### config.mk
export PLATFORM = sky130hd
export DESIGN_NAME = csta_ram
export DESIGN_NICKNAME = d
export VERILOG_FILES = /design/src/client_session_table_with_aging_defines.svh /design/src/csta_ram.sv
export SDC_FILE = /design/constraint.sdc
export NUM_CORES = 1
export LEC_CHECK = 0
export BUFFER_PORTS_ARGS = -buffer_cell sky130_fd_sc_hd__buf_4
export CORE_ASPECT_RATIO = 0.5
export CORE_MARGIN = 2
export CORE_UTILIZATION = 54
export CTS_BUF_LIST = sky130_fd_sc_hd__clkbuf_4
export DETAILED_ROUTE_END_ITERATION = 8
export PLACE_DENSITY = 0.73
export REMOVE_ABC_BUFFERS = 1
export SETUP_SLACK_MARGIN = 0.2
export SLEW_MARGIN = 15
export SYNTH_ARGS = -nofsm -noshare
export SYNTH_HDL_FRONTEND = slang
export SYNTH_SLANG_ARGS = --single-unit
### constraint.sdc
create_clock -name clk -period 2.4 [get_ports clk]
set_input_delay 0.48 -clock clk [delete_from_list [all_inputs] [get_ports clk]]
set_output_delay 0.48 -clock clk [all_outputs]
set_load 0.005 [all_outputs]
### src/client_session_table_with_aging_defines.svh
// ----------------------------------------------------------------------------
// Client session table assertion macros
// Shared concurrent assertion forms for the session table RTL.
// ----------------------------------------------------------------------------
`ifndef CLIENT_SESSION_TABLE_WITH_AGING_DEFINES_SVH
`define CLIENT_SESSION_TABLE_WITH_AGING_DEFINES_SVH

// Condition holds at every edge out of reset.
`define CSTA_ASSERT_ALWAYS(label, clk, rst_n, cond, msg) \
	label: assert property (@(posedge clk) disable iff (!rst_n) (cond)) else $error(msg);

// Consequent holds in the same cycle as the antecedent.
`define CSTA_ASSERT_IMP(label, clk, rst_n, ante, cons, msg) \
	label: assert property (@(posedge clk) disable iff (!rst_n) (ante) |-> (cons)) \
		else $error(msg);

// Consequent holds in the cycle after the antecedent.
`define CSTA_ASSERT_NXT(label, clk, rst_n, ante, cons, msg) \
	label: assert property (@(posedge clk) disable iff (!rst_n) (ante) |=> (cons)) \
		else $error(msg);

`endif

### src/csta_ram.sv
// ----------------------------------------------------------------------------
// Client session table RAM
// Simple dual-port RAM, one write and one registered read port with enable.
// ----------------------------------------------------------------------------
module csta_ram #(
	parameter int unsigned WIDTH = 8,
	parameter int unsigned DEPTH = 64,
	localparam int unsigned AW = (DEPTH > 1) ? $clog2(DEPTH) : 1
) (
	input  logic                 clk,
	input  logic                 we,
	input  logic [AW-1:0]        waddr,
	input  logic [WIDTH-1:0]     wdata,
	input  logic                 re,
	input  logic [AW-1:0]        raddr,
	output logic [WIDTH-1:0]     rdata
);
	logic [WIDTH-1:0] mem_q [DEPTH];
	logic [WIDTH-1:0] rdata_q;

	always_ff @(posedge clk) begin
		if (we) begin
			mem_q[waddr] <= wdata;
		end
		// read data holds while re is low
		if (re) begin
			rdata_q <= mem_q[raddr];
		end
	end

	assign rdata = rdata_q;

endmodule

======== Word level (Yosys, flattened, before mapping) ========
Memories as Yosys holds them, arrays and structs flattened. A register that Yosys moved wholly into a read port is not among the register bits.
Cells that the tools add are included.
operators by class
  multiply operators ...................... 0
  reductions and logical operators ........ 0
  eq/ne operators ......................... 0
  add/sub/neg operators ................... 0
  bitwise operators ....................... 0
  shifts and indexed selects .............. 0
  divide/modulo/power cells ............... 0
  order comparisons ....................... 0
  multiplexer cells ....................... 2
operators with widths
  kind               number
  1-bit two-way mux  2
word-level totals
  bits in latches ......................... 0
  word-level logic and storage cells ...... 3
  bits in writable memories ............... 512
  memories ................................ 1
  bits of input ports ..................... 23
  bits in read-only memories .............. 0
  flip-flop bits (word level) ............. 0
memory list
  name   words  width  rd ports  clocked after memory_dff  write ports  RTL line        RTL
  mem_q  64     8      1         1                         1            csta_ram.sv:18  logic [WIDTH-1:0] mem_q [DEPTH];

======== Depth between registers and ports, before layout ========
Gate-level depths: netlist (run 1).
  depth after elaboration ................. 2
  depth in mapped cells ................... 9
  gate-level depth less buffers ........... 5

======== Least setup slack after synthesis (run 1) ========
No wires, ideal clock.
  path type ............................... input port to flip-flop
  start point ............................. input raddr[1]
  end point ............................... register rdata_q[3] (netlist: rdata[3]), read port of mem_q, data pin
  required time ........................... 2134 ps
  path buffers ............................ 3
  setup slack ............................. 114 ps
  setup time .............................. 266 ps
  arrival ................................. 2020 ps
  stages .................................. 7
  path through ............................ buf_4 -> buf_2 -> buf_2 -> mux4_2 -> mux4_2 -> o21ai_1 -> o41ai_1
RTL lines
  item             RTL line        RTL
  start, declared  csta_ram.sv:15  input logic [AW-1:0] raddr,
  end, declared    csta_ram.sv:19  logic [WIDTH-1:0] rdata_q;

==> results of run 1 <==
[power groups by stage]
stage	Sequential (mW)	Combinational [mW]	Clock, mW
floorplan	10.3	0.390	0
global placement	10.3	0.989	0
detailed placement	10.3	1.01	0
CTS	10.1	1.02	6.70
global route	10.1	1.08	7.14
finish	10.1	1.02	6.56
[cell type report]
| class | instances | area, sq um | area share, % |
|---|---|---|---|
| multi-input combinational | 369 | 4330 | 18.6 |
| clock inverter | 22 | 140 | 0.601 |
| clock buffer | 167 | 1250 | 5.37 |
| antenna | 1 | 2.50 | 0.0107 |
| sequential | 520 | 15600 | 66.9 |
| tap | 494 | 618 | 2.65 |
| timing repair buffer | 170 | 1370 | 5.88 |
[cells in the final DEF (no fill, tap or decap), types with 3 or more instances in the layout]
| master | n |
|---|---|
| a211oi_1 | 4 |
| a21oi_1 | 3 |
| a221oi_1 | 3 |
| a221oi_2 | 3 |
| a22oi_1 | 3 |
| buf_12 | 7 |
| buf_4 | 161 |
| clkbuf_4 | 167 |
| clkinv_1 | 15 |
| edfxtp_1 | 520 |
| inv_2 | 3 |
| mux2_2 | 13 |
| mux2i_1 | 23 |
| mux4_2 | 126 |
| nand2_1 | 19 |
| nand2b_1 | 7 |
| nand3_1 | 13 |
| nand3b_1 | 3 |
| nor2_1 | 83 |
| nor2b_1 | 14 |
| nor3_1 | 7 |
| o2111ai_1 | 3 |
| o221ai_1 | 8 |
| o22ai_1 | 8 |
| o2bb2ai_1 | 3 |
[cells by family (layout without fill, tap and decap cells)]
logic type | after synthesis | in the layout | synth area share [%]
DFF | 520 | 520 | 77.1
muxes | 162 | 162 | 15.9
and+or+nand+nor | 153 | 153 | 3.37
AOI/OAI and AO/OA | 54 | 54 | 2.06
buffers and inverters | 51 | 359 | 1.56
other | 0 | 1 | 0
[final timing paths]
path                                    from      endpoint  cells after the start  slack [ns]
worst max-delay path            mem_q[25][4]      rdata[4]                      5        0.35
worst min-delay path                waddr[2]  mem_q[54][7]                      3        0.16
worst min register to register  mem_q[23][2]      rdata[2]                      4        0.91
worst max register to register  mem_q[25][4]      rdata[4]                      5        0.35
[worst max-delay path: cells and delay by family, from the launching register on]
kind	cells	cell delay, ns
DFF	1	0.42
and+or+nand+nor	1	0.23
muxes	2	0.77
AOI/OAI and AO/OA	2	0.38
[sequential cells by signal, indices dropped and copies added, names as in the netlist]
name   count
mem_q    512
rdata      8
[routing by layer]
layer  share of wire (%)  wire [um]  up-vias
li1                    -          -     4467
met1                  41      18500     5403
met2                  47      21500      605
met3                  11       4880       53
met4                 1.4        618        0
met5                   0          0        -
[repair_timing]
action,CTS,global route
endpoints found under the setup margin,1,2
gates resized for setup,1,2
endpoints found under the hold margin,8,0
hold buffers,1,0
==> impl_results.html, run 1 <==
<table>
<tr><th>Metric</th><th>Value</th></tr>
<tr><th colspan="2">Flow run</th></tr>
<tr><td>Number of violations of the max-capacitance limit</td><td>0</td></tr>
<tr><th colspan="2">Timing</th></tr>
<tr><td>Count of final hold-check violations</td><td>0</td></tr>
<tr><td>Final clock period utilization by the worst path</td><td>85.5%</td></tr>
<tr><td>Clock skew after layout</td><td>0.0423 ns</td></tr>
<tr><td>Final setup viols</td><td>0</td></tr>
<tr><td>Worst slew margin relative to its limit</td><td>50.4%</td></tr>
<tr><td>Transition time at the pin with the least slew margin</td><td>0.744 ns</td></tr>
<tr><td>Number of max-slew violations in the final report</td><td>0</td></tr>
<tr><td>Fmax</td><td>0.487 GHz</td></tr>
<tr><td>Setup TNS</td><td>0 ns</td></tr>
<tr><td>Final WS setup</td><td>0.347 ns</td></tr>
<tr><td>Post-layout minimum cycle time</td><td>2.05 ns</td></tr>
<tr><td>Worst hold margin</td><td>0.159 ns</td></tr>
<tr><td>RSZ-0062 raised after global routing</td><td>false</td></tr>
<tr><th colspan="2">Placement</th></tr>
<tr><td>Post-DP HPWL</td><td>28.5 mm</td></tr>
<tr><td>Final weighted congestion in routability-driven placement</td><td>0.885</td></tr>
<tr><td>Total placed cells including tap cells</td><td>1552</td></tr>
<tr><td>Area of placed instances</td><td>21900 sq um</td></tr>
<tr><td>Post-placement worst setup slack</td><td>-0.377 ns</td></tr>
<tr><td>Input/output buffers</td><td>30</td></tr>
<tr><th colspan="2">Global routing</th></tr>
<tr><td>Met1 capacity usage during global routing</td><td>34.7%</td></tr>
<tr><td>Number of antenna violations at the first check in global routing</td><td>1</td></tr>
<tr><td>GRT Util Overall</td><td>24.1%</td></tr>
<tr><td>Global route overflow</td><td>0</td></tr>
<tr><td>Via count of the first global-routing pass</td><td>10700</td></tr>
<tr><td>Global routing usage on met3</td><td>6.78%</td></tr>
<tr><td>Met2 Usage GRT</td><td>36.7%</td></tr>
<tr><td>Busiest layer in global routing</td><td>met2</td></tr>
<tr><td>Pin count of the biggest net entering global routing</td><td>65</td></tr>
<tr><td>Global-route wire length before repair</td><td>68.4 mm</td></tr>
<tr><th colspan="2">Clock network</th></tr>
<tr><td>Clock sink count</td><td>520</td></tr>
<tr><td>Worst-skew pair later-pin latency</td><td>0.83 ns</td></tr>
<tr><td>Number of buffers added by the clock tree synthesis step</td><td>112</td></tr>
<tr><td>Buffer levels on the longest clock path</td><td>3</td></tr>
<tr><td>Buffers inserted by post-CTS timing repair</td><td>0</td></tr>
<tr><td>Clock tree from TritonCTS</td><td>yes</td></tr>
<tr><td>Clock slew seen by the registers of the worst setup and hold paths</td><td>0.07 ns</td></tr>
<tr><td>H-tree Lvls</td><td>3</td></tr>
<tr><td>Root buf cell</td><td>clkbuf_4</td></tr>
<tr><th colspan="2">Pwr</th></tr>
<tr><td>Power share of the clock group</td><td>37.1%</td></tr>
<tr><td>Leak pwr</td><td>7.70 nW</td></tr>
<tr><td>Relative contribution of sequential cells to total power</td><td>57.1%</td></tr>
<tr><td>Max IR drop VDD</td><td>0.332 mV</td></tr>
<tr><td>Share of total power consumed by net switching</td><td>21.6%</td></tr>
<tr><td>Internal power consumption</td><td>13.9 mW</td></tr>
<tr><td>Combinational group share of total power</td><td>5.8%</td></tr>
<tr><td>Net switching power figure</td><td>3.82 mW</td></tr>
<tr><td>Power density over cell area</td><td>757 nW/um^2</td></tr>
<tr><td>Overall power of the completed layout</td><td>17.7 mW</td></tr>
<tr><th colspan="2">Min path</th></tr>
<tr><td>Worst hold path class</td><td>input port to flip-flop</td></tr>
<tr><th colspan="2">Floorplan</th></tr>
<tr><td>Number of placed I/O pins</td><td>31</td></tr>
<tr><td>Area of the core region</td><td>37200 sq um</td></tr>
<tr><td>Starting utilization of the core area</td><td>54.5%</td></tr>
<tr><td>Die X</td><td>278 um</td></tr>
<tr><td>Overall die height</td><td>141 um</td></tr>
<tr><td>Die Area</td><td>39200 sq um</td></tr>
<tr><td>Standard-cell rows</td><td>50</td></tr>
<tr><th colspan="2">Cells and area</th></tr>
<tr><td>Final core utilization</td><td>62.8%</td></tr>
<tr><td>Fillcell total</td><td>2516</td></tr>
<tr><td>Non-Filler Cell Area, Final</td><td>23300 sq um</td></tr>
<tr><td>Total Nets Final</td><td>1196</td></tr>
<tr><td>Non-filler instance count after layout</td><td>1743</td></tr>
<tr><td>Area growth from synthesis to final layout</td><td>15.3%</td></tr>
<tr><td>Fraction of layout instances using a drive strength above 1</td><td>39.0%</td></tr>
<tr><th colspan="2">Outcome</th></tr>
<tr><td>Status</td><td>finished clean</td></tr>
<tr><th colspan="2">Drt</th></tr>
<tr><td>DR pass1 iterations</td><td>5</td></tr>
<tr><td>Antenna-violating nets left</td><td>0</td></tr>
<tr><td>Iteration-0 DRC Markers</td><td>1296</td></tr>
<tr><td>DRC violations left</td><td>0</td></tr>
<tr><td>Drt wl/cell</td><td>26.1 um</td></tr>
<tr><td>Vias after detailed routing</td><td>10500</td></tr>
<tr><td>Final WL</td><td>45.5 mm</td></tr>
<tr><td>Via density per instance</td><td>6.04</td></tr>
<tr><th colspan="2">Yosys</th></tr>
<tr><td>Share of synthesized flip-flops with an asynchronous set or reset</td><td>0%</td></tr>
<tr><td>Leading post-synthesis cells by instance count</td><td>edfxtp_1, mux4_2, nor2_1</td></tr>
<tr><td>Number of enable flip-flop cells after synthesis</td><td>520</td></tr>
<tr><td>Top area cells in the synthesized netlist</td><td>edfxtp_1, mux4_2, nor2_1, mux2i_1, mux2_2</td></tr>
<tr><td>Post-synthesis register bit count</td><td>520</td></tr>
<tr><td>Cell type with the highest aggregate area in the netlist</td><td>edfxtp_1</td></tr>
<tr><td>Per-instance average area after synthesis</td><td>21.5 sq um</td></tr>
<tr><td>Cell variety after synth</td><td>39</td></tr>
<tr><td>Sequential-to-total area share from yosys stat</td><td>77.1%</td></tr>
<tr><td>Yosys warning total</td><td>0</td></tr>
<tr><td>Post-synthesis instance area</td><td>20200 sq um</td></tr>
<tr><td>Ys flop type</td><td>edfxtp_1</td></tr>
<tr><td>Post-synthesis cell count</td><td>940</td></tr>
<tr><td>Fraction of synthesized cell area taken by the top area cell type</td><td>77.1%</td></tr>
<tr><td>Most instantiated library cell after synthesis</td><td>edfxtp_1</td></tr>
<tr><th colspan="2">Worst setup path</th></tr>
<tr><td>Required time at the worst-slack endpoint</td><td>2.97 ns</td></tr>
<tr><td>Data arrival time of the critical path</td><td>2.62 ns</td></tr>
<tr><td>Standard cell with the maximum stage delay on the critical path</td><td>mux4_2</td></tr>
<tr><td>Critical path's largest stage delay</td><td>0.49 ns</td></tr>
<tr><td>Classification of the worst setup path</td><td>flip-flop to flip-flop</td></tr>
<tr><td>Critical Path Source Type</td><td>flip-flop</td></tr>
<tr><td>Kind of end point of the critical path</td><td>flip-flop</td></tr>
<tr><td>Top fanout value on the critical path</td><td>1</td></tr>
<tr><td>Cells along the critical path</td><td>mux4_2 &gt; mux2_2 &gt; o221a_2 &gt; nor3_1 &gt; o32ai_1</td></tr>
</table>
Power figures use the tool's default switching activity.
==> run 2, diff against run 1 <==
--- a/config.mk
+++ b/config.mk
@@ -5,6 +5,7 @@
 export SDC_FILE = /design/constraint.sdc
 export NUM_CORES = 1
 export LEC_CHECK = 0
+export ABC_AREA = 1
 export BUFFER_PORTS_ARGS = -buffer_cell sky130_fd_sc_hd__buf_4
 export CORE_ASPECT_RATIO = 0.5
 export CORE_MARGIN = 2
==> impl_results.html, run 2 <==
<table>
<tr><th>Metric</th><th>Value</th></tr>
<tr><th colspan="2">Global routing</th></tr>
<tr><td>Via count of the first global-routing pass</td><td>14000 (+31%)</td></tr>
<tr><td>Number of antenna violations at the first check in global routing</td><td>1 (unchanged)</td></tr>
<tr><td>Global route overflow</td><td>0 (unchanged)</td></tr>
<tr><td>Global-route wire length before repair</td><td>79.5 mm (+16%)</td></tr>
<tr><td>Pin count of the biggest net entering global routing</td><td>89 (+37%)</td></tr>
<tr><td>GRT Util Overall</td><td>25.7% (+1.6 points)</td></tr>
<tr><th colspan="2">Pwr</th></tr>
<tr><td>Leak pwr</td><td>8.87 nW (+15%)</td></tr>
<tr><td>Overall power of the completed layout</td><td>17.9 mW (+1.3%)</td></tr>
<tr><td>Power density over cell area</td><td>750 nW/um^2 (-0.97%)</td></tr>
<tr><td>Max IR drop VDD</td><td>0.317 mV (-4.7%)</td></tr>
<tr><th colspan="2">Cells and area</th></tr>
<tr><td>Non-Filler Cell Area, Final</td><td>23900 sq um (+2.3%)</td></tr>
<tr><td>Fillcell total</td><td>2944 (+17%)</td></tr>
<tr><td>Total area of multi-input combinational cells</td><td>4950 sq um (+14%)</td></tr>
<tr><td>Total Nets Final</td><td>1969 (+65%)</td></tr>
<tr><td>Register with the highest flop count</td><td>mem_q</td></tr>
<tr><td>Most common cell after layout, fill and taps aside</td><td>nand2_1</td></tr>
<tr><td>Fraction of layout instances using a drive strength above 1</td><td>15.8% (-23 points)</td></tr>
<tr><td>Area occupied by registers</td><td>15600 sq um (unchanged)</td></tr>
<tr><td>Flip-flop count of the largest register, all copies and words added</td><td>512 (unchanged)</td></tr>
<tr><td>Leading cell types in the layout, fill and taps excluded</td><td>nand2_1, edfxtp_1, nand3_1</td></tr>
<tr><td>Area growth from synthesis to final layout</td><td>11.5%</td></tr>
<tr><th colspan="2">Worst setup path</th></tr>
<tr><td>Critical path's largest stage delay</td><td>0.41 ns (-0.08 ns)</td></tr>
<tr><td>Worst reg-to-reg setup slack</td><td>0.87 ns (+0.52 ns)</td></tr>
<tr><td>Kind of end point of the critical path</td><td>output pin</td></tr>
<tr><td>Classification of the worst setup path</td><td>flip-flop to output pin</td></tr>
<tr><td>Data arrival time of the critical path</td><td>1.40 ns (-1.22 ns)</td></tr>
<tr><td>Top fanout value on the critical path</td><td>1 (unchanged)</td></tr>
<tr><td>Cell type group with the largest total delay on the critical path</td><td>flip-flops</td></tr>
<tr><td>Cells along the critical path</td><td>buf_4</td></tr>
<tr><td>Critical Path Source Type</td><td>flip-flop</td></tr>
<tr><td>Standard cell with the maximum stage delay on the critical path</td><td>edfxtp_1</td></tr>
<tr><td>Required time at the worst-slack endpoint</td><td>1.92 ns (-1.05 ns)</td></tr>
<tr><td>Buffers plus inverters on the worst setup path</td><td>1 (+1)</td></tr>
<tr><th colspan="2">Clock network</th></tr>
<tr><td>Clock slew seen by the registers of the worst setup and hold paths</td><td>0.08 ns (about the same)</td></tr>
<tr><td>Buffer levels on the longest clock path</td><td>3 (unchanged)</td></tr>
<tr><td>Clock sink count</td><td>520 (unchanged)</td></tr>
<tr><td>Buffers inserted by post-CTS timing repair</td><td>0 (unchanged)</td></tr>
<tr><td>Quantity of hold-fixing buffers added after cts</td><td>1 (unchanged)</td></tr>
<tr><td>Clock tree from TritonCTS</td><td>yes</td></tr>
<tr><td>Number of buffers added by the clock tree synthesis step</td><td>115 (+2.7%)</td></tr>
<tr><td>Post-CTS sizing</td><td>0 (-1)</td></tr>
<tr><td>H-tree Lvls</td><td>3 (unchanged)</td></tr>
<tr><td>Root buf cell</td><td>clkbuf_4</td></tr>
<tr><td>Worst-skew pair later-pin latency</td><td>0.83 ns (about the same)</td></tr>
<tr><th colspan="2">Drt</th></tr>
<tr><td>Antenna-violating nets left</td><td>0 (unchanged)</td></tr>
<tr><td>Via density per instance</td><td>5.72 (-5.3%)</td></tr>
<tr><td>Final WL</td><td>52.4 mm (+15%)</td></tr>
<tr><td>Drt wl/cell</td><td>20.5 um (-21%)</td></tr>
<tr><td>Iteration-0 DRC Markers</td><td>1795 (+39%)</td></tr>
<tr><td>Vias after detailed routing</td><td>14600 (+39%)</td></tr>
<tr><td>DR pass1 iterations</td><td>8 (+3)</td></tr>
<tr><td>DRC violations left</td><td>0 (unchanged)</td></tr>
<tr><th colspan="2">Timing</th></tr>
<tr><td>Count of final hold-check violations</td><td>0 (unchanged)</td></tr>
<tr><td>Final WS setup</td><td>0.523 ns (+0.176 ns)</td></tr>
<tr><td>Setup TNS</td><td>0 ns (unchanged)</td></tr>
<tr><td>Fmax</td><td>0.533 GHz (+9.4%)</td></tr>
<tr><td>Clock skew after layout</td><td>0.0385 ns (-0.00377 ns)</td></tr>
<tr><td>Final setup viols</td><td>0 (unchanged)</td></tr>
<tr><td>Worst hold margin</td><td>0.0793 ns (-0.0798 ns)</td></tr>
<tr><td>Worst slew margin relative to its limit</td><td>25.2% (-25 points)</td></tr>
<tr><td>Final clock period utilization by the worst path</td><td>78.2% (-7.3 points)</td></tr>
<tr><td>Transition time at the pin with the least slew margin</td><td>1.12 ns (+0.371 ns)</td></tr>
<tr><td>Number of max-slew violations in the final report</td><td>0 (unchanged)</td></tr>
<tr><td>Post-layout minimum cycle time</td><td>1.88 ns (-0.176 ns)</td></tr>
<tr><td>RSZ-0062 raised after global routing</td><td>false</td></tr>
<tr><th colspan="2">Yosys</th></tr>
<tr><td>Cell variety after synth</td><td>15 (-62%)</td></tr>
<tr><td>Most instantiated library cell after synthesis</td><td>nand2_1</td></tr>
<tr><td>Share of synthesized flip-flops with an asynchronous set or reset</td><td>0% (unchanged)</td></tr>
<tr><td>Sequential-to-total area share from yosys stat</td><td>72.9% (-4.2 points)</td></tr>
<tr><td>Number of enable flip-flop cells after synthesis</td><td>520 (unchanged)</td></tr>
<tr><td>Per-instance average area after synthesis</td><td>11.9 sq um (-45%)</td></tr>
<tr><td>Fraction of synthesized cell area taken by the top area cell type</td><td>72.9% (-4.2 points)</td></tr>
<tr><td>Cell type with the highest aggregate area in the netlist</td><td>edfxtp_1</td></tr>
<tr><td>Post-synthesis instance area</td><td>21400 sq um (+5.8%)</td></tr>
<tr><td>Yosys warning total</td><td>0 (unchanged)</td></tr>
<tr><td>Post-synthesis cell count</td><td>1805 (+92%)</td></tr>
<tr><td>Ys flop type</td><td>edfxtp_1</td></tr>
<tr><td>Top area cells in the synthesized netlist</td><td>edfxtp_1, nand2_1, nand3_1, buf_6, nor2_1</td></tr>
<tr><td>Post-synthesis register bit count</td><td>520 (unchanged)</td></tr>
<tr><td>Leading post-synthesis cells by instance count</td><td>nand2_1, edfxtp_1, nand3_1</td></tr>
<tr><th colspan="2">Floorplan</th></tr>
<tr><td>Overall die height</td><td>145 um (+2.8%)</td></tr>
<tr><td>Standard-cell rows</td><td>51 (+2.0%)</td></tr>
<tr><td>Die Area</td><td>41400 sq um (+5.7%)</td></tr>
<tr><td>Area of the core region</td><td>39000 sq um (+4.9%)</td></tr>
<tr><td>Number of placed I/O pins</td><td>31 (unchanged)</td></tr>
<tr><td>Die X</td><td>286 um (+2.8%)</td></tr>
<tr><td>Starting utilization of the core area</td><td>54.9% (+0.45 points)</td></tr>
<tr><th colspan="2">Placement</th></tr>
<tr><td>Area of placed instances</td><td>22500 sq um (+2.5%)</td></tr>
<tr><td>Post-DP HPWL</td><td>30.4 mm (+6.6%)</td></tr>
<tr><td>Post-placement worst setup slack</td><td>0.103 ns (+0.481 ns)</td></tr>
<tr><td>Input/output buffers</td><td>30 (unchanged)</td></tr>
<tr><td>Final weighted congestion in routability-driven placement</td><td>0.836 (-5.4%)</td></tr>
<tr><th colspan="2">Flow run</th></tr>
<tr><td>Number of violations of the max-capacitance limit</td><td>0 (unchanged)</td></tr>
<tr><th colspan="2">Min path</th></tr>
<tr><td>Worst hold path class</td><td>input port to flip-flop</td></tr>
<tr><th colspan="2">Outcome</th></tr>
<tr><td>Status</td><td>finished clean</td></tr>
</table>
[run 2: changes by cell type after synthesis, moves of 13 or more]
cell,delta
nand2_1,+629
nand3_1,+426
mux4_2,-126
buf_6,+31
nor2_1,-27
buf_2,+26
mux2i_1,-23
nor2b_1,-14
mux2_2,-13
[run 2: final cells by class]
type / count / area share (%)
antenna: 1 / 0.0105
clock buffer: 173 / 5.44
sequential: 520 / 65.4
timing repair buffer: 137 / 5.01
multi-input combinational: 1160 / 20.7
clock inverter: 21 / 0.445
inverter: 12 / 0.220
tap: 530 / 2.78
[run 2: through the flow]
stage | std cells | utilization (%)
2_1_floorplan | 1692 | -
3_3_place_gp | 2358 | 57.6
3_5_place_dp | 2358 | 57.6
4_1_cts | 2553 | 61.2
5_1_grt | 2554 | 61.3
6_report | 2554 | 61.3
[run 2: report_power, final]
| group | switching (mW) | internal, mW | total, mW |
|---|---|---|---|
| clock | 3.26 | 3.36 | 6.62 |
| combinational | 0.878 | 0.330 | 1.21 |
| sequential | 0.0209 | 10.1 | 10.1 |
| total | 4.16 | 13.8 | 17.9 |
[run 2: path summary, 6_finish.rpt]
path	from	to	depth (start not counted)
setup / recovery	rdata[4]	rdata[4]	1
hold reg to reg	mem_q[8][4]	rdata[4]	8
hold / removal	raddr[5]	rdata[0]	3
setup reg to reg	mem_q[63][1]	rdata[1]	8
[run 2: metal layers]
metal  vias to the layer above  wire [um]  global-route usage [%]
met5                         -          0                       0
met4                         0       1360                    9.42
met3                       101       5150                    5.74
met2                       753      24400                    40.6
met1                      7057      21400                    35.6
li1                       6704          -                       -
[run 2: cell families (layout without fill, tap and decap cells)]
family | Yosys count | in the layout | synth area share (%)
and+or+nand+nor | 1160 | 1160 | 23.1
buffers and inverters | 125 | 343 | 4.01
other | 0 | 1 | 0
DFF | 520 | 520 | 72.9
